**src/rtl/core/priority_thread_cpu_assigner_top_assert.svh**
```systemverilog
// ----------------------------------------------------------------------------
// priority thread cpu assigner assertion macros
// Concurrent assertion wrappers, compiled out when SYNTH is defined.
// ----------------------------------------------------------------------------
`ifndef PRIORITY_THREAD_CPU_ASSIGNER_TOP_ASSERT_SVH
`define PRIORITY_THREAD_CPU_ASSIGNER_TOP_ASSERT_SVH

`ifndef SYNTH

// property checked on every clock edge out of reset
`define PTCA_ASSERT(lbl, clk, rst_n, prop, msg) \
	lbl: assert property (@(posedge clk) disable iff (!rst_n) prop) else $error(msg);

// condition that must never hold out of reset
`define PTCA_ASSERT_NEVER(lbl, clk, rst_n, cond, msg) \
	lbl: assert property (@(posedge clk) disable iff (!rst_n) !(cond)) else $error(msg);

`else

`define PTCA_ASSERT(lbl, clk, rst_n, prop, msg)

`define PTCA_ASSERT_NEVER(lbl, clk, rst_n, cond, msg)

`endif

`endif

```
**src/rtl/core/ptca_pkg.sv**
```systemverilog
// ----------------------------------------------------------------------------
// ptca_pkg
// Shared constants, request codes and controller/datapath interface types.
// ----------------------------------------------------------------------------
`default_nettype none

package ptca_pkg;

	localparam int TABLE_SLOTS = 8;
	localparam int CPU_COUNT   = 8;
	localparam int LEVEL_MAX   = 8;
	localparam int ORDER_LEN   = 8;

	localparam int SLOT_W = $clog2(TABLE_SLOTS);
	localparam int RANK_W = $clog2(TABLE_SLOTS) + 1;
	localparam int ID_W   = 4;
	localparam int LVL_W  = 4;
	localparam int TID_W  = 22;
	localparam int REQ_W  = 3;
	localparam int MASK_W = 8;
	localparam int ORDER_W = ORDER_LEN * ID_W;

	localparam logic [MASK_W-1:0] CPU_ALL = MASK_W'((1 << CPU_COUNT) - 1);
	localparam logic [ID_W-1:0]   CORE_NONE = 4'hf;

	localparam logic [ORDER_W-1:0] CPU_ORDER_RESET   = 32'hff562347;
	localparam logic [MASK_W-1:0]  ONLINE_MASK_RESET = 8'hff;

	// register indexes on the config port
	localparam logic REG_CPU_ORDER   = 1'b0;
	localparam logic REG_ONLINE_MASK = 1'b1;

	// request codes
	localparam logic [REQ_W-1:0] REQ_ADD    = 3'd0;
	localparam logic [REQ_W-1:0] REQ_REMOVE = 3'd1;
	localparam logic [REQ_W-1:0] REQ_CLEAR  = 3'd2;
	localparam logic [REQ_W-1:0] REQ_RECOMP = 3'd3;

	typedef enum logic [5:0] {
		ST_IDLE   = 6'b000001,
		ST_UPDATE = 6'b000010,
		ST_PREP   = 6'b000100,
		ST_RANK   = 6'b001000,
		ST_PICK   = 6'b010000,
		ST_DONE   = 6'b100000
	} state_t;

	typedef struct packed {
		logic load;
		logic update;
		logic prep;
		logic rank;
		logic pick;
	} cmd_t;

	typedef struct packed {
		logic need_reassign;
		logic last_slot;
	} status_t;

endpackage

`default_nettype wire

```
**src/rtl/core/ptca_ctrl.sv**
```systemverilog
// ----------------------------------------------------------------------------
// ptca_ctrl
// Sequencer: table update, then, if reassignment is needed, a prep step and a rank/pick pass over every slot.
// ----------------------------------------------------------------------------
`default_nettype none
`include "priority_thread_cpu_assigner_top_assert.svh"

module ptca_ctrl (
	input  wire logic              clk,
	input  wire logic              arst_n,
	input  wire logic              start,
	input  wire ptca_pkg::status_t sts,
	output ptca_pkg::cmd_t         cmd,
	output logic                   busy,
	output logic                   done
);
	import ptca_pkg::*;

	state_t state_q;
	state_t state_d;

	always_comb begin
		state_d = state_q;
		unique case (state_q)
			ST_IDLE: begin
				if (start) state_d = ST_UPDATE;
			end
			ST_UPDATE: begin
				state_d = sts.need_reassign ? ST_PREP : ST_DONE;
			end
			ST_PREP: begin
				state_d = ST_RANK;
			end
			ST_RANK: begin
				state_d = ST_PICK;
			end
			ST_PICK: begin
				state_d = sts.last_slot ? ST_DONE : ST_RANK;
			end
			ST_DONE: begin
				state_d = ST_IDLE;
			end
			default: begin
				state_d = ST_IDLE;
			end
		endcase
	end

	always_ff @(posedge clk or negedge arst_n) begin
		if (!arst_n) begin
			state_q <= ST_IDLE;
		end else begin
			state_q <= state_d;
		end
	end

	always_comb begin
		cmd.load   = (state_q == ST_IDLE) && start;
		cmd.update = (state_q == ST_UPDATE);
		cmd.prep   = (state_q == ST_PREP);
		cmd.rank   = (state_q == ST_RANK);
		cmd.pick   = (state_q == ST_PICK);
	end

	assign busy = (state_q != ST_IDLE);
	assign done = (state_q == ST_DONE);

	`PTCA_ASSERT(a_accept_to_update, clk, arst_n, (state_q == ST_IDLE && start) |=> (state_q == ST_UPDATE), "accepted word did not enter update")
	`PTCA_ASSERT(a_done_one_cycle, clk, arst_n, (state_q == ST_DONE) |=> (state_q == ST_IDLE), "done strobe longer than one cycle")
	`PTCA_ASSERT(a_pick_walks_on, clk, arst_n, (state_q == ST_PICK && !sts.last_slot) |=> (state_q == ST_RANK), "slot walk ended early")

endmodule

`default_nettype wire

```
**src/rtl/core/ptca_dp.sv**
```systemverilog
// ----------------------------------------------------------------------------
// ptca_dp
// Thread table, request update logic and per-slot cpu assignment datapath.
// ----------------------------------------------------------------------------
`default_nettype none
`include "priority_thread_cpu_assigner_top_assert.svh"

module ptca_dp (
	input  wire logic                                 clk,
	input  wire logic                                 arst_n,
	input  wire ptca_pkg::cmd_t                       cmd,
	output ptca_pkg::status_t                         sts,
	input  wire logic [ptca_pkg::ORDER_W-1:0]         cpu_order,
	input  wire logic [ptca_pkg::MASK_W-1:0]          online_mask,
	input  wire logic [ptca_pkg::REQ_W-1:0]           req_type,
	input  wire logic [ptca_pkg::TID_W-1:0]           thread_id,
	input  wire logic [ptca_pkg::LVL_W-1:0]           priority_req,
	input  wire logic                                 task_found,
	input  wire logic [ptca_pkg::SLOT_W-1:0]          query_slot,
	output logic                                      changed,
	output logic [ptca_pkg::SLOT_W-1:0]               slot_taken,
	output logic signed [ptca_pkg::ID_W-1:0]          slot_cpu,
	output logic                                      preempt_hint,
	output logic [ptca_pkg::MASK_W-1:0]               busy_cpus
);
	import ptca_pkg::*;

	// thread table
	logic [TABLE_SLOTS-1:0] valid_q;
	logic [TID_W-1:0]       thread_q [TABLE_SLOTS];
	logic [LVL_W-1:0]       level_q  [TABLE_SLOTS];
	logic [ID_W-1:0]        core_q   [TABLE_SLOTS];
	logic [MASK_W-1:0]      assigned_q;

	// captured request
	logic [REQ_W-1:0]  req_q;
	logic [TID_W-1:0]  tid_q;
	logic [LVL_W-1:0]  lvl_q;
	logic              found_q;
	logic [SLOT_W-1:0] qs_q;

	// result and walk state
	logic              changed_q;
	logic [SLOT_W-1:0] taken_q;
	logic [SLOT_W-1:0] slot_q;
	logic [RANK_W-1:0] pos_q;
	logic [MASK_W-1:0] avail_q;

	// lookup
	logic [TABLE_SLOTS-1:0] hit_vec;
	logic [TABLE_SLOTS-1:0] diff_vec;
	logic                   hit_any;
	logic                   free_any;
	logic [SLOT_W-1:0]      hit_idx;
	logic [SLOT_W-1:0]      free_idx;

	logic              upd_changed;
	logic              upd_reassign;
	logic [SLOT_W-1:0] upd_taken;

	logic add_hit;
	logic add_new;
	logic rem_hit;
	logic clr_all;

	logic [LVL_W-1:0]  lvl_sel;
	logic [RANK_W-1:0] rank_cnt;
	logic              pick_ok;
	logic [ID_W-1:0]   pick_id;
	logic [MASK_W-1:0] avail_now;

	always_comb begin
		hit_idx  = '0;
		free_idx = '0;
		for (int i = 0; i < TABLE_SLOTS; i++) begin
			hit_vec[i]  = valid_q[i] && (thread_q[i] == tid_q);
			diff_vec[i] = (level_q[i] != lvl_q);
		end
		for (int i = TABLE_SLOTS - 1; i >= 0; i--) begin
			if (hit_vec[i]) hit_idx = SLOT_W'(i);
			if (!valid_q[i]) free_idx = SLOT_W'(i);
		end
		hit_any  = |hit_vec;
		free_any = ~&valid_q;
	end

	always_comb begin
		upd_changed  = 1'b0;
		upd_reassign = 1'b0;
		upd_taken    = '0;
		unique case (req_q)
			REQ_ADD: begin
				if (hit_any) begin
					upd_taken   = hit_idx;
					upd_changed = diff_vec[hit_idx];
				end else if (free_any && found_q) begin
					upd_taken   = free_idx;
					upd_changed = 1'b1;
				end
				upd_reassign = upd_changed;
			end
			REQ_REMOVE: begin
				if (hit_any) begin
					upd_taken    = hit_idx;
					upd_changed  = 1'b1;
					upd_reassign = 1'b1;
				end
			end
			REQ_CLEAR: begin
				upd_changed = 1'b1;
			end
			REQ_RECOMP: begin
				upd_changed  = 1'b1;
				upd_reassign = 1'b1;
			end
			default: begin
				upd_changed = 1'b0;
			end
		endcase
	end

	assign add_hit = cmd.update && (req_q == REQ_ADD) && hit_any && diff_vec[hit_idx];
	assign add_new = cmd.update && (req_q == REQ_ADD) && !hit_any && free_any && found_q;
	assign rem_hit = cmd.update && (req_q == REQ_REMOVE) && hit_any;
	assign clr_all = cmd.update && (req_q == REQ_CLEAR);

	// rank: occupied slots strictly more critical than the current one
	always_comb begin
		lvl_sel  = level_q[slot_q];
		rank_cnt = '0;
		for (int j = 0; j < TABLE_SLOTS; j++) begin
			rank_cnt = rank_cnt + RANK_W'(valid_q[j] && (level_q[j] < lvl_sel));
		end
	end

	// pick: first online free cpu at or after the rank position, end marker stops
	always_comb begin
		logic            stop;
		logic [ID_W-1:0] ord_id;
		stop    = 1'b0;
		pick_ok = 1'b0;
		pick_id = '0;
		for (int p = 0; p < ORDER_LEN; p++) begin
			ord_id = cpu_order[p*ID_W +: ID_W];
			if (!stop && (RANK_W'(p) >= pos_q)) begin
				if (ord_id[ID_W-1]) begin
					stop = 1'b1;
				end else if ((ord_id < ID_W'(CPU_COUNT)) && avail_q[ord_id[ID_W-2:0]]) begin
					pick_ok = 1'b1;
					pick_id = ord_id;
					stop    = 1'b1;
				end
			end
		end
	end

	assign avail_now = online_mask & CPU_ALL;

	always_ff @(posedge clk or negedge arst_n) begin
		if (!arst_n) begin
			valid_q    <= '0;
			assigned_q <= '0;
			avail_q    <= '0;
			slot_q     <= '0;
			for (int i = 0; i < TABLE_SLOTS; i++) core_q[i] <= CORE_NONE;
		end else begin
			if (add_new) begin
				valid_q[free_idx] <= 1'b1;
				core_q[free_idx]  <= CORE_NONE;
			end
			if (rem_hit) begin
				valid_q[hit_idx] <= 1'b0;
				core_q[hit_idx]  <= CORE_NONE;
			end
			if (clr_all) begin
				valid_q    <= '0;
				assigned_q <= '0;
				for (int i = 0; i < TABLE_SLOTS; i++) core_q[i] <= CORE_NONE;
			end
			if (cmd.prep) begin
				// no online cpu empties the table
				if (avail_now == '0) valid_q <= '0;
				for (int i = 0; i < TABLE_SLOTS; i++) core_q[i] <= CORE_NONE;
				assigned_q <= '0;
				avail_q    <= avail_now;
				slot_q     <= '0;
			end
			if (cmd.pick) begin
				if (valid_q[slot_q] && pick_ok) begin
					core_q[slot_q]                 <= pick_id;
					avail_q[pick_id[ID_W-2:0]]     <= 1'b0;
					assigned_q[pick_id[ID_W-2:0]]  <= 1'b1;
				end
				slot_q <= sts.last_slot ? '0 : slot_q + 1'b1;
			end
		end
	end

	always_ff @(posedge clk) begin
		if (cmd.load) begin
			req_q   <= req_type;
			tid_q   <= thread_id;
			lvl_q   <= (priority_req > LVL_W'(LEVEL_MAX)) ? LVL_W'(LEVEL_MAX) : priority_req;
			found_q <= task_found;
			qs_q    <= query_slot;
		end
		if (cmd.update) begin
			changed_q <= upd_changed;
			taken_q   <= upd_taken;
		end
		if (add_hit) begin
			level_q[hit_idx] <= lvl_q;
		end
		if (add_new) begin
			thread_q[free_idx] <= tid_q;
			level_q[free_idx]  <= lvl_q;
		end
		if (cmd.rank) begin
			pos_q <= rank_cnt;
		end
	end

	assign sts.need_reassign = upd_reassign;
	assign sts.last_slot     = (slot_q == SLOT_W'(TABLE_SLOTS - 1));

	assign changed      = changed_q;
	assign slot_taken   = taken_q;
	assign slot_cpu     = core_q[qs_q];
	assign preempt_hint = !core_q[qs_q][ID_W-1];
	assign busy_cpus    = assigned_q;

	`PTCA_ASSERT_NEVER(a_avail_assigned_disjoint, clk, arst_n, (avail_q & assigned_q) != '0, "cpu both free and assigned")
	`PTCA_ASSERT(a_reassign_implies_changed, clk, arst_n, (cmd.update && sts.need_reassign) |=> changed_q, "reassign without change flag")

endmodule

`default_nettype wire

```
**src/rtl/core/priority_thread_cpu_assigner_top.sv**
```systemverilog
// Sequence: done pulses after start is taken, following update alone when the table needs no
// reassignment, or update, prep, and rank and pick per slot when it does.
// A new word is taken only while busy is low; busy stays high through the done cycle.
// Reset: table empty, every slot cpu -1, busy mask 0, registers at defaults.
// The result is on the ports for the single done cycle; it cannot be stalled.
// ----------------------------------------------------------------------------
// priority thread cpu assigner
// Critical thread table with cpu reassignment and an APB config port.
// ----------------------------------------------------------------------------
`default_nettype none

module priority_thread_cpu_assigner_top (
	input  wire logic                                 clk,
	input  wire logic                                 arst_n,
	input  wire logic                                 psel,
	input  wire logic                                 penable,
	input  wire logic                                 pwrite,
	input  wire logic [2:0]                           paddr,
	input  wire logic [31:0]                          pwdata,
	output logic [31:0]                               prdata,
	output logic                                      pready,
	input  wire logic                                 start,
	output logic                                      busy,
	input  wire logic [ptca_pkg::REQ_W-1:0]           req_type,
	input  wire logic [ptca_pkg::TID_W-1:0]           thread_id,
	input  wire logic [ptca_pkg::LVL_W-1:0]           priority_req,
	input  wire logic                                 task_found,
	input  wire logic [ptca_pkg::SLOT_W-1:0]          query_slot,
	output logic                                      done,
	output logic                                      changed,
	output logic [ptca_pkg::SLOT_W-1:0]               slot_taken,
	output logic signed [ptca_pkg::ID_W-1:0]          slot_cpu,
	output logic                                      preempt_hint,
	output logic [ptca_pkg::MASK_W-1:0]               busy_cpus
);
	import ptca_pkg::*;

	logic [ORDER_W-1:0] cpu_order_q;
	logic [MASK_W-1:0]  online_mask_q;
	logic               reg_wr;
	logic               reg_idx;
	cmd_t               cmd;
	status_t            sts;

	assign pready  = 1'b1;
	assign reg_wr  = psel && penable && pwrite && pready;
	assign reg_idx = paddr[2];

	always_ff @(posedge clk or negedge arst_n) begin
		if (!arst_n) begin
			cpu_order_q   <= CPU_ORDER_RESET;
			online_mask_q <= ONLINE_MASK_RESET;
		end else if (reg_wr) begin
			unique case (reg_idx)
				REG_CPU_ORDER:   cpu_order_q   <= pwdata;
				REG_ONLINE_MASK: online_mask_q <= pwdata[MASK_W-1:0];
				default:         cpu_order_q   <= cpu_order_q;
			endcase
		end
	end

	always_comb begin
		unique case (reg_idx)
			REG_CPU_ORDER:   prdata = cpu_order_q;
			REG_ONLINE_MASK: prdata = {{(32-MASK_W){1'b0}}, online_mask_q};
			default:         prdata = '0;
		endcase
	end

	ptca_ctrl u_ctrl (
		.clk    (clk),
		.arst_n (arst_n),
		.start  (start),
		.sts    (sts),
		.cmd    (cmd),
		.busy   (busy),
		.done   (done)
	);

	ptca_dp u_dp (
		.clk          (clk),
		.arst_n       (arst_n),
		.cmd          (cmd),
		.sts          (sts),
		.cpu_order    (cpu_order_q),
		.online_mask  (online_mask_q),
		.req_type     (req_type),
		.thread_id    (thread_id),
		.priority_req (priority_req),
		.task_found   (task_found),
		.query_slot   (query_slot),
		.changed      (changed),
		.slot_taken   (slot_taken),
		.slot_cpu     (slot_cpu),
		.preempt_hint (preempt_hint),
		.busy_cpus    (busy_cpus)
	);

endmodule

`default_nettype wire
```
**config.mk**
```make
export PLATFORM = sky130hd
export DESIGN_NAME = priority_thread_cpu_assigner_top
export DESIGN_NICKNAME = d
export VERILOG_FILES = /design/src/rtl/core/ptca_pkg.sv /design/src/rtl/core/ptca_ctrl.sv /design/src/rtl/core/ptca_dp.sv /design/src/rtl/core/priority_thread_cpu_assigner_top.sv
export VERILOG_INCLUDE_DIRS = /design/src /design/src/rtl/core
export SDC_FILE = /design/constraint.sdc
export NUM_CORES = 1
export LEC_CHECK = 0
export BUFFER_PORTS_ARGS = -buffer_cell sky130_fd_sc_hd__buf_2
export CORE_UTILIZATION = 44
export DETAILED_ROUTE_END_ITERATION = 16
export PLACE_DENSITY_LB_ADDON = 0.1
export REMOVE_ABC_BUFFERS = 1
export SYNTH_ARGS = -nofsm -noshare
export SYNTH_HDL_FRONTEND = slang
export SYNTH_SLANG_ARGS = --single-unit
```
**constraint.sdc**
```tcl
create_clock -name clk -period 8 [get_ports clk]
set_input_delay 0 -clock clk [delete_from_list [all_inputs] [get_ports clk]]
set_output_delay 0 -clock clk [all_outputs]
set_load 0.02 [all_outputs]
```
==> metrics.md, run 1 <==
| Metric | Value |
|---|---|
| Status | finished clean |
| Input/output buffers | 122 |
| Maximum clock insertion buffer count | 3 |
| Sw power | 1.674 mW |
| Clock skew | 15.84 ps |
| Cells after Synth | 1360 |
| # diodes | 0 |
| Post-DRT Antenna Nets | 0 |
| Number of top-level pins | 126 |
| Number of max-cap violations | 0 |
| Number of global-route vias before repair | 11400 |
| Routed WL | 44.25 mm |
| Setup WS pre-CTS | about 2500 ps |
| Finished Layout Cells | 2090 |
| Cell taking the most area after synthesis | edfxtp_1 |
| Layout cells sized above 1 | a little under a quarter |
| Leak | 7.814 nW |
| Die width | a little over 200 um |
| Dominant synthesized flop cell | edfxtp_1 |
| P&R area growth vs syn | 17.22% |
| Vias | between 10000 and 15000 |
| Comb pwr share | 19.7% |
| First DRT Iteration DRCs | 673 |
| Final slew viol count | 0 |
| Synth async-reset ratio | between 20 and 30% |
| CTS resizes | 0 |
| Yosys reg bits | 354 |
| Max rail drop VDD | roughly 0.15 mV |
| Synth top cells by count | edfxtp_1 (249), xnor2_1 (107), xor2_1 (103) |
| Sink Count | around 350 |
| Gr ovfl total | 0 |
| Clk Latency, worst-skew pair | 570 ps |
| Tmin final | approximately 5600 ps |
| TritonCTS clock tree | built |
| Worst Setup Start Kind | flop |
| DIE AREA | 0.04128 sq mm |
| Final setup viols | 0 |
| Vias per inst | around 5.5 |
| Overall routing resource usage | between 20% and 30% |
| Switching share of power | ~30% |
| Syn Std Cell Area | 0.01781 sq mm |
| Final period util | 69.45% |
| Post-synth EDFFs | 249 |
| Netlist cell types | 91 |
| P_int | 3.919 mW |
| Dpl hpwl | 29.64 mm |
| Clock power frac | 33.0% |
| Syn avg cell area | 13.09 sq um |
| Initial antenna violation count | 0 |
| Post-route DRC | 0 |
| Average wire per standard cell | 21.17 um |
| Largest net degree at the start of global routing | 54 |
| WP data arrival | 5990 ps |
| Fill cell count | 3473 |
| Placer Congestion | 0.8754 |
| Row cnt | 73 |
| Pre-antenna DRT Iters | 5 |
| Crit-path max FO | 17 |
| Ranking of synthesized cells by area | edfxtp_1 (42%), dfstp_2 (8.9%), dfrtp_1 (6.3%), xnor2_1 (5.3%), xor2_1 (5.1%) |
| Power Density | approximately 270 mW/mm^2 |
| Count leader, synth | edfxtp_1 |
| Nets@finish | about 1600 |
| Critical Path RT | 8440 ps |
| Synth warn | 0 |
| Setup crit end kind | flop |
| Clock transition at path regs | 60 ps |
| FMAX | 180.0 MHz |
| Rel. slew slack | 22.08% |
| Initial Utilization | about 45% |
| Root Buffer | clkbuf_16 |
| Actual slew at the worst max-slew pin | 1167 ps |
| Post-route worst setup slack | 2444 ps |
| TNS Setup | 0 ps |
| Hold Crit Class | in -> async |
| Post-CTS Setup Inserts | 0 |
| RSZ-0062 raised after global routing | no |
| Core area | 0.03982 sq mm |
| Cells after DPL | roughly 1900 |
| Die H | a little over 200 um |
| Register area share after synthesis | 57.17% |
| Num CTS Buffers | 41 |
| Top-area cell type share of the netlist area | 41.99% |
| First-pass GRT wire length | about 68 mm |
| Final-report hold violation count | 0 |
| H-tree depth | 2 |
| Sequential share of power | 47.3% |
| Crit path kind | reg -> reg |
-- state kept, by name (all words and copies together), names as in the netlist --
signal / cells
u_dp.thread_q: 176
cpu_order_q: 32
u_dp.core_q: 32
u_dp.level_q: 32
u_dp.tid_q: 22
online_mask_q: 8
u_dp.avail_q: 8
u_dp.busy_cpus: 8
u_dp.valid_q: 8
u_ctrl.state_q: 6
u_dp.lvl_q: 4
u_dp.pos_q: 4
u_dp.qs_q: 3
u_dp.req_q: 3
u_dp.slot_q: 3
u_dp.slot_taken: 3
u_dp.changed: 1
u_dp.found_q: 1
-- layer usage --
layer / global-route usage (%) / share of wire (%) / up-vias
li1: - / - / 5378
met1: 30.02 / 46 / 5713
met2: 35.88 / 47 / 308
met3: 3.196 / 4.6 / 62
met4: 6.606 / 2.1 / 0
met5: 0 / 0 / -
-- layout by cell type, fill, tap and decap left out, types with 11 or more instances in the layout --
cell / netlist / layout
edfxtp_1: 249 / 249
buf_2: 35 / 121
xnor2_1: 107 / 107
xor2_1: 103 / 103
nor2_1: 76 / 73
dlygate4sd3_1: 0 / 67
dfstp_2: 60 / 60
mux2_2: 50 / 50
nand2_1: 48 / 48
mux2i_1: 47 / 47
dfrtp_1: 45 / 45
clkbuf_16: 0 / 42
nor3_1: 44 / 40
nand4_1: 38 / 38
a21oi_1: 34 / 34
nor4_1: 32 / 32
ha_1: 29 / 29
nor2b_1: 27 / 27
buf_4: 6 / 25
o21ai_0: 24 / 24
inv_1: 22 / 22
mux4_2: 22 / 22
o21a_1: 21 / 21
nand3_1: 18 / 18
nor3b_1: 13 / 13
a21o_1: 11 / 11
nand3b_1: 11 / 11
-- power groups by stage --
stage	Clock (mW)	Combinational, mW	Sequential, mW
after floorplan	0	0.743	2.58
after global placement	0	1.07	2.67
final	1.84	1.10	2.65
after CTS	1.90	1.11	2.65
after global routing	1.97	1.21	2.68
after detailed placement	0	1.08	2.68
-- kinds of logic (layout without fill, tap and decap cells) --
group | Yosys count | in the layout | synth area share [%]
compound gates | 160 | 160 | 6.507
xor+xnor | 210 | 210 | 10.33
fa+ha+maj | 33 | 33 | 2.488
buf+inv | 106 | 311 | 2.790
flops | 354 | 354 | 57.17
mux | 121 | 121 | 8.819
other cells | 1 | 1 | 0.02106
simple gates | 375 | 375 | 11.88
-- area by class of cell --
cell class,instances,area [sq um],area share [%]
clock buffer,54,1121,5.371
inverter,22,82.58,0.3957
timing repair buffer,213,1464,7.014
tap,525,656.9,3.147
clock inverter,22,205.2,0.9832
multi-input combinational,900,7162,34.31
sequential,354,10180,48.77
-- final timing paths --
path	cells after the start	startpoint	slack, ps	endpoint
worst max-delay path	16	u_dp.slot_q[1]	2440	u_dp.pos_q[1]
worst min-delay path	2	arst_n	30	cpu_order_q[21]
min in group clk	2	req_type[0]	140	u_dp.req_q[0]
worst min register to register	1	u_dp.busy_cpus[5]	470	u_dp.busy_cpus[5]
max in group asynchronous	3	arst_n	6790	u_ctrl.state_q[3]
worst max register to register	16	u_dp.slot_q[1]	2440	u_dp.pos_q[1]
-- per-stage QoR --
step | cell area [sq um] | total power [mW] | hold slack (ps) | utilization (%)
after global placement | 18870 | 3.741 | 85.87 | 47.40
final | 20870 | 5.594 | 27.87 | 52.41
after global routing | 20870 | 5.856 | 69.69 | 52.41
after detailed placement | 18870 | 3.765 | 90.86 | 47.40
after CTS | 20870 | 5.658 | 28.30 | 52.41
after floorplan | 17390 | 3.320 | -295.6 | -
-- timing repair --
item                       4_1_cts  5_1_grt
hold buffers                    67        0
hold endpoints to repair       126        0
setup endpoints to repair        0        0
-- worst max-delay path, cell delays in order, from the launching register on --
cell     delay, ps
dfrtp_1        890
mux4_2         610
mux2i_1        650
ha_1           360
o21a_1         110
o21a_1         170
o21ai_0        170
and3b_1        180
ha_1           220
inv_1           80
fa_1           420
fa_1           550
inv_1           50
fa_1           430
inv_1           80
fa_1           400
inv_1           60
Note: power is estimated with default switching activity, not from simulation.
==> run 2: changes to the inputs <==
Clock period 8 ns to 5.75 ns, I/O delays scaled along.
==> run 2 against run 1 <==
Combinational power rose by 45%; utilization rose by 0.30 points; count of clock-buffer cells in the layout rose by 7; register-to-register slack got worse by 1700 ps; design area rose by 0.57%; global-route usage rose by 0.16 points; largest power group unchanged; clock skew rose by 17 ps; non-clock buffer count rose by 18; worst setup slack got worse by 1700 ps; first-iteration DRC count fell by 3.9%.
==> metrics.md, run 2 (synthesis results as in run 1) <==
| Metric | Value |
|---|---|
| Status | finished clean |
| Nets@finish | 1656 (+1.0%) |
| DIE AREA | 0.04128 sq mm (unchanged) |
| Final period util | 86.93% (+17 points) |
| Gr ovfl total | 0 (unchanged) |
| Power Density | 371.2 mW/mm^2 (+38%) |
| Finished Layout Cells | 2104 (+0.67%) |
| First DRT Iteration DRCs | 647 (-3.9%) |
| P_int | 5.469 mW (+40%) |
| Core area | 0.03982 sq mm (unchanged) |
| R2r endpoint | u_dp.pos_q[1] |
| Rel. slew slack | 31.34% (+9.3 points) |
| P&R area growth vs syn | 17.88% |
| Max rail drop VDD | 0.2682 mV (+77%) |
| TNS Setup | 0 ps (unchanged) |
| Maximum clock insertion buffer count | 3 (unchanged) |
| WP data arrival | 5430 ps (-560 ps) |
| Number of global-route vias before repair | 11480 (+0.75%) |
| Clk Latency, worst-skew pair | 580 ps (about the same) |
| Dpl hpwl | 31.13 mm (+5.0%) |
| Actual slew at the worst max-slew pin | 1020 ps (-147.0 ps) |
| Clock power frac | 32.6% (-0.4 points) |
| Initial antenna violation count | 0 (unchanged) |
| H-tree depth | 2 (unchanged) |
| Final setup viols | 0 (unchanged) |
| Routed WL | 44.60 mm (+0.79%) |
| Average wire per standard cell | 21.20 um (+0.12%) |
| RSZ-0062 raised after global routing | no |
| Overall routing resource usage | 22.03% (+0.16 points) |
| # diodes | 0 (unchanged) |
| Hold Worst Slack | 33.98 ps (+6.110 ps) |
| Crit path kind | reg -> reg |
| Row cnt | 73 (unchanged) |
| Largest net degree at the start of global routing | 56 (+3.7%) |
| Crit-path max FO | 14 (-3) |
| Commonest non-fill, non-tap cell in the layout | edfxtp_1 |
| Final slew viol count | 0 (unchanged) |
| Root Buffer | clkbuf_16 |
| Max reg flops | 176 (unchanged) |
| Switching share of power | 29.80% (-0.14 points) |
| Placer Congestion | 0.8591 (-1.9%) |
| Die width | 203.2 um (unchanged) |
| FMAX | 200.1 MHz (+11%) |
| R2r setup slk | 750 ps (-1690 ps) |
| TritonCTS clock tree | built |
| Vias per inst | 5.442 (-0.77%) |
| Layout cells sized above 1 | 24.19% (+0.36 points) |
| Clock transition at path regs | 60 ps (about the same) |
| Sw power | 2.321 mW (+39%) |
| Vias | 11450 (-0.10%) |
| Post-CTS Setup Inserts | 0 (unchanged) |
| Leak | 7.880 nW (+0.84%) |
| Final-report hold violation count | 0 (unchanged) |
| Tmin final | 4998 ps (-557.5 ps) |
| Commonest non-fill, non-tap cells in the layout | edfxtp_1 (249), buf_2 (121), xnor2_1 (107) |
| Hold Crit Class | in -> async |
| Input/output buffers | 122 (unchanged) |
| Overall Power | 7.791 mW (+39%) |
| Cells after DPL | 1965 (+0.92%) |
| RR Startpoint | u_dp.slot_q[1] |
| Post-layout util | 52.71% (+0.30 points) |
| Worst Setup Start Kind | flop |
| Post-DRT Antenna Nets | 0 (unchanged) |
| First-pass GRT wire length | 69.21 mm (+1.3%) |
| Clock skew | 32.59 ps (+16.75 ps) |
| Post-route DRC | 0 (unchanged) |
| Setup crit end kind | flop |
| Number of max-cap violations | 0 (unchanged) |
| Num CTS Buffers | 40 (-2.4%) |
| Sequential share of power | 47.0% (-0.3 points) |
| Reg with most FFs | u_dp.thread_q |
| Critical Path RT | 6180 ps (-2260 ps) |
| Number of top-level pins | 126 (unchanged) |
| Comb pwr share | 20.4% (+0.7 points) |
| Pre-antenna DRT Iters | 5 (unchanged) |
| Initial Utilization | 44.71% (unchanged) |
| Die H | 203.2 um (unchanged) |
| Sink Count | 354 (unchanged) |
| FF-to-FF path depth | 16 (unchanged) |
==> run 2: cell count changes in the layout (fill, tap and decap cells not counted), sizes merged <==
| cell | before | now |
|---|---|---|
| buf | 146 | 164 |
| clkbuf | 54 | 61 |
| clkinv | 15 | 7 |
| clkinvlp | 1 | 0 |
| inv | 25 | 23 |
==> run 2: layer usage <==
metal | GRT usage (%) | vias to the layer above | wire length, um
met3 | 3.260 | 72 | 1954
met5 | 0 | - | 0
li1 | - | 5398 | -
met2 | 35.42 | 295 | 20710
met1 | 30.97 | 5684 | 20900
met4 | 6.337 | 0 | 1036
==> run 2: cell type report <==
| cell class | instances | area [sq um] |
|---|---|---|
| fillers | 3474 | 18830 |
| flip-flops and latches | 354 | 10180 |
| multi-input cells | 900 | 7162 |
| repair buffers | 231 | 1599 |
| clock buffers | 61 | 1141 |
| well taps | 525 | 656.9 |
| clock inverters | 11 | 168.9 |
| inverters | 22 | 82.58 |
==> run 2: critical path: stages, from the launching register on <==
cell	delay, ps
dfrtp_1	520
buf_4	300
mux4_2	520
mux2i_1	530
o21a_1	190
o21a_1	110
o21ai_0	90
and3b_1	180
ha_1	270
inv_1	50
fa_1	500
fa_1	550
inv_1	60
fa_1	440
inv_1	80
fa_1	400
inv_1	70
==> run 2: through the flow <==
stage          cell area [sq um]  worst slack, ps
2_1_floorplan              17390            845.6
3_3_place_gp               19010            796.1
3_5_place_dp               19010            737.4
4_1_cts                    20990            704.1
5_1_grt                    20990            452.0
6_report                   20990            751.6
==> run 2: what timing repair did <==
action,in CTS,in global routing
hold endpoints to repair,128,0
hold buffers,67,0
gates resized for setup,0,0
==> run 2: power groups by stage <==
stage,Combinational (mW),Clock (mW),Sequential [mW]
4_1_cts,1.60,2.61,3.67
6_report,1.59,2.54,3.66
5_1_grt,1.75,2.71,3.71
2_1_floorplan,1.03,0,3.58
3_5_place_dp,1.56,0,3.72
3_3_place_gp,1.54,0,3.71
==> run 2: worst max path at each step <==
stage / from / to / cells past startpoint
global route: u_dp.slot_q[1] / u_dp.pos_q[1] / 16
floorplan: u_dp.slot_q[1] / u_dp.pos_q[1] / 16
finish: u_dp.slot_q[1] / u_dp.pos_q[1] / 16
CTS: u_dp.slot_q[1] / u_dp.pos_q[1] / 16
detailed placement: u_dp.slot_q[1] / u_dp.pos_q[1] / 16
global placement: u_dp.slot_q[1] / u_dp.pos_q[1] / 16
==> run 3: changes to the inputs <==
Settings changed: RECOVER_POWER set to 100.
==> run 3 against run 2 <==
The run now ends with max-capacitance violations, max-slew violations left; die area unchanged; sequential power about the same; non-clock buffer count unchanged; critical path depth unchanged; clock power about the same; count of clock-buffer cells in the layout unchanged; first-iteration DRC count increased by 1.2%; cell count unchanged; register-to-register slack about the same; hold slack improved by 95 ps; global-route usage unchanged; critical path type unchanged; largest cell class unchanged; largest power group unchanged; highest routed layer unchanged.
==> metrics.md, run 3 (synthesis results as in run 1) <==
| Metric | Value |
|---|---|
| Status | finished with violations |
| Failing checks | max-capacitance violations, max-slew violations |
| Sequential share of power | 47.4% (+0.4 points) |
| Critical Path RT | 6180 ps (about the same) |
| Crit path kind | reg -> reg |
| Average wire per standard cell | 21.17 um (-0.14%) |
| Die width | 203.2 um (unchanged) |
| Hold Crit Class | in -> reg |
| Nets@finish | 1656 (unchanged) |
| Input/output buffers | 122 (unchanged) |
| Clk Latency, worst-skew pair | 580 ps (about the same) |
| Max rail drop VDD | 0.2703 mV (+0.78%) |
| Worst path slowest cell | fa_1 |
| Initial antenna violation count | 0 (unchanged) |
| WP data arrival | 5430 ps (about the same) |
| Tmin final | 5001 ps (+2.657 ps) |
| Final setup viols | 0 (unchanged) |
| Critical Path Start | u_dp.slot_q[1] |
| TritonCTS clock tree | built |
| Crit-path cells | buf_4 -> mux4_2 -> mux2i_1 -> o21a_1 -> o21a_1 -> o21ai_0 -> and3b_1 -> ha_1 -> inv_1 -> fa_1 -> fa_1 -> inv_1 -> fa_1 -> inv_1 -> fa_1 -> inv_1 |
| Crit path capture | u_dp.pos_q[1] |
| TNS Setup | 0 ps (unchanged) |
| Number of global-route vias before repair | 11480 (unchanged) |
| P&R area growth vs syn | 16.50% |
| P_int | 5.417 mW (-0.95%) |
| Final period util | 86.98% (about the same) |
| R2r endpoint | u_dp.pos_q[1] |
| Commonest non-fill, non-tap cells in the layout | edfxtp_1 (249), xnor2_1 (107), xor2_1 (103) |
| Routed WL | 44.54 mm (-0.14%) |
| Reg with most FFs | u_dp.thread_q |
| Actual slew at the worst max-slew pin | 2966 ps (+1946 ps) |
| Largest net degree at the start of global routing | 56 (unchanged) |
| Pre-antenna DRT Iters | 5 (unchanged) |
| Switching share of power | 29.92% (+0.12 points) |
| Commonest non-fill, non-tap cell in the layout | edfxtp_1 |
| DIE AREA | 0.04128 sq mm (unchanged) |
| Hold Worst Slack | 129.0 ps (+95.01 ps) |
| Crit path largest cell delay | 550 ps (about the same) |
| Crit-path max FO | 14 (unchanged) |
| Setup WS pre-CTS | 737.4 ps (unchanged) |
| RSZ-0062 raised after global routing | no |
| Row cnt | 73 (unchanged) |
| Setup crit end kind | flop |
| H-tree depth | 2 (unchanged) |
| Clock skew | 32.98 ps (+0.3862 ps) |
| Post-DRT Antenna Nets | 0 (unchanged) |
| Maximum clock insertion buffer count | 3 (unchanged) |
| Post-route DRC | 0 (unchanged) |
| Initial Utilization | 44.71% (unchanged) |
| RR Startpoint | u_dp.slot_q[1] |
| First DRT Iteration DRCs | 655 (+1.2%) |
| FF-to-FF path depth | 16 (unchanged) |
| Post-CTS Setup Inserts | 0 (unchanged) |
| Num CTS Buffers | 40 (unchanged) |
| FMAX | 200.0 MHz (about the same) |
| Power Density | 372.6 mW/mm^2 (+0.39%) |
| HP Start | thread_id[5] |
| Overall routing resource usage | 22.03% (unchanged) |
| Rel. slew slack | -97.73% (-130 points) |
| Root Buffer | clkbuf_16 |
| Leak | 7.567 nW (-4.0%) |
| Gr ovfl total | 0 (unchanged) |
| Max reg flops | 176 (unchanged) |
| Comb pwr share | 19.7% (-0.7 points) |
| R2r setup slk | 750 ps (about the same) |
| Worst Setup Start Kind | flop |
| # diodes | 0 (unchanged) |
| Final-report hold violation count | 0 (unchanged) |
| First-pass GRT wire length | 69.21 mm (unchanged) |
| Clock power frac | 32.9% (+0.3 points) |
| Overall Power | 7.730 mW (-0.79%) |
| Number of top-level pins | 126 (unchanged) |
| Sw power | 2.312 mW (-0.39%) |
| Placer Congestion | 0.8591 (unchanged) |
| Dpl hpwl | 31.13 mm (unchanged) |
| Clock transition at path regs | 60 ps (about the same) |
| Die H | 203.2 um (unchanged) |
| Vias | 11450 (+0.017%) |
| Number of max-cap violations | 5 (+5) |
| Vias per inst | 5.442 (about the same) |
| Layout cells sized above 1 | 18.11% (-6.1 points) |
| Post-route worst setup slack | 748.9 ps (-2.657 ps) |
| Sink Count | 354 (unchanged) |
| Final slew viol count | 184 (+184) |
| Core area | 0.03982 sq mm (unchanged) |
==> run 3: repair_timing <==
| action | CTS | global route |
|---|---|---|
| hold buffers | 67 | 0 |
| setup endpoints to repair | 0 | 0 |
| hold endpoints to repair | 128 | 0 |
| resized for setup | 0 | 0 |
==> run 3: worst min-delay path by stage <==
stage               depth (start not counted)  slack [ps]         endpoint
floorplan                                   0        -300  cpu_order_q[10]
global placement                            1          90  cpu_order_q[23]
detailed placement                          1         100  cpu_order_q[23]
CTS                                         2          40  cpu_order_q[23]
global route                                2         110   u_dp.tid_q[19]
finish                                      2         130    u_dp.tid_q[5]
==> run 3: metal layers <==
metal | vias to the layer above | routed length, um | global-route usage (%)
met4 | 0 | 1023 | 6.337
met5 | - | 0 | 0
met3 | 71 | 1860 | 3.260
li1 | 5413 | - | -
met1 | 5697 | 20950 | 30.97
met2 | 270 | 20700 | 35.42
==> run 3: worst max-delay path, delay by kind of cell, from the launching register on <==
| family | cells | cell delay (ps) |
|---|---|---|
| buf+inv | 5 | 570 |
| simple gates | 1 | 180 |
| flops | 1 | 520 |
| compound gates | 3 | 380 |
| mux | 2 | 1070 |
| fa+ha+maj | 5 | 2160 |
==> run 3: layout make-up <==
cell class                 count  area, sq um
sequential                   354        10180
fill                        3549        19080
multi-input combinational    900         7108
clock inverter                11        168.9
clock buffer                  61         1141
tap                          525        656.9
timing repair buffer         231         1406
inverter                      22        82.58
==> run 3: power groups by stage <==
stage | Clock, mW | Combinational [mW] | Sequential [mW]
2_1_floorplan | 0 | 1.03 | 3.58
3_3_place_gp | 0 | 1.54 | 3.71
3_5_place_dp | 0 | 1.56 | 3.72
5_1_grt | 2.71 | 1.69 | 3.71
6_report | 2.54 | 1.53 | 3.66
4_1_cts | 2.61 | 1.60 | 3.67
==> run 3: per-stage QoR <==
stage | std cells | utilization, % | cell area [sq um]
2_1_floorplan | 1276 | - | 17390
3_3_place_gp | 1965 | 47.73 | 19010
3_5_place_dp | 1965 | 47.73 | 19010
4_1_cts | 2104 | 52.71 | 20990
5_1_grt | 2104 | 52.09 | 20740
6_report | 2104 | 52.09 | 20740
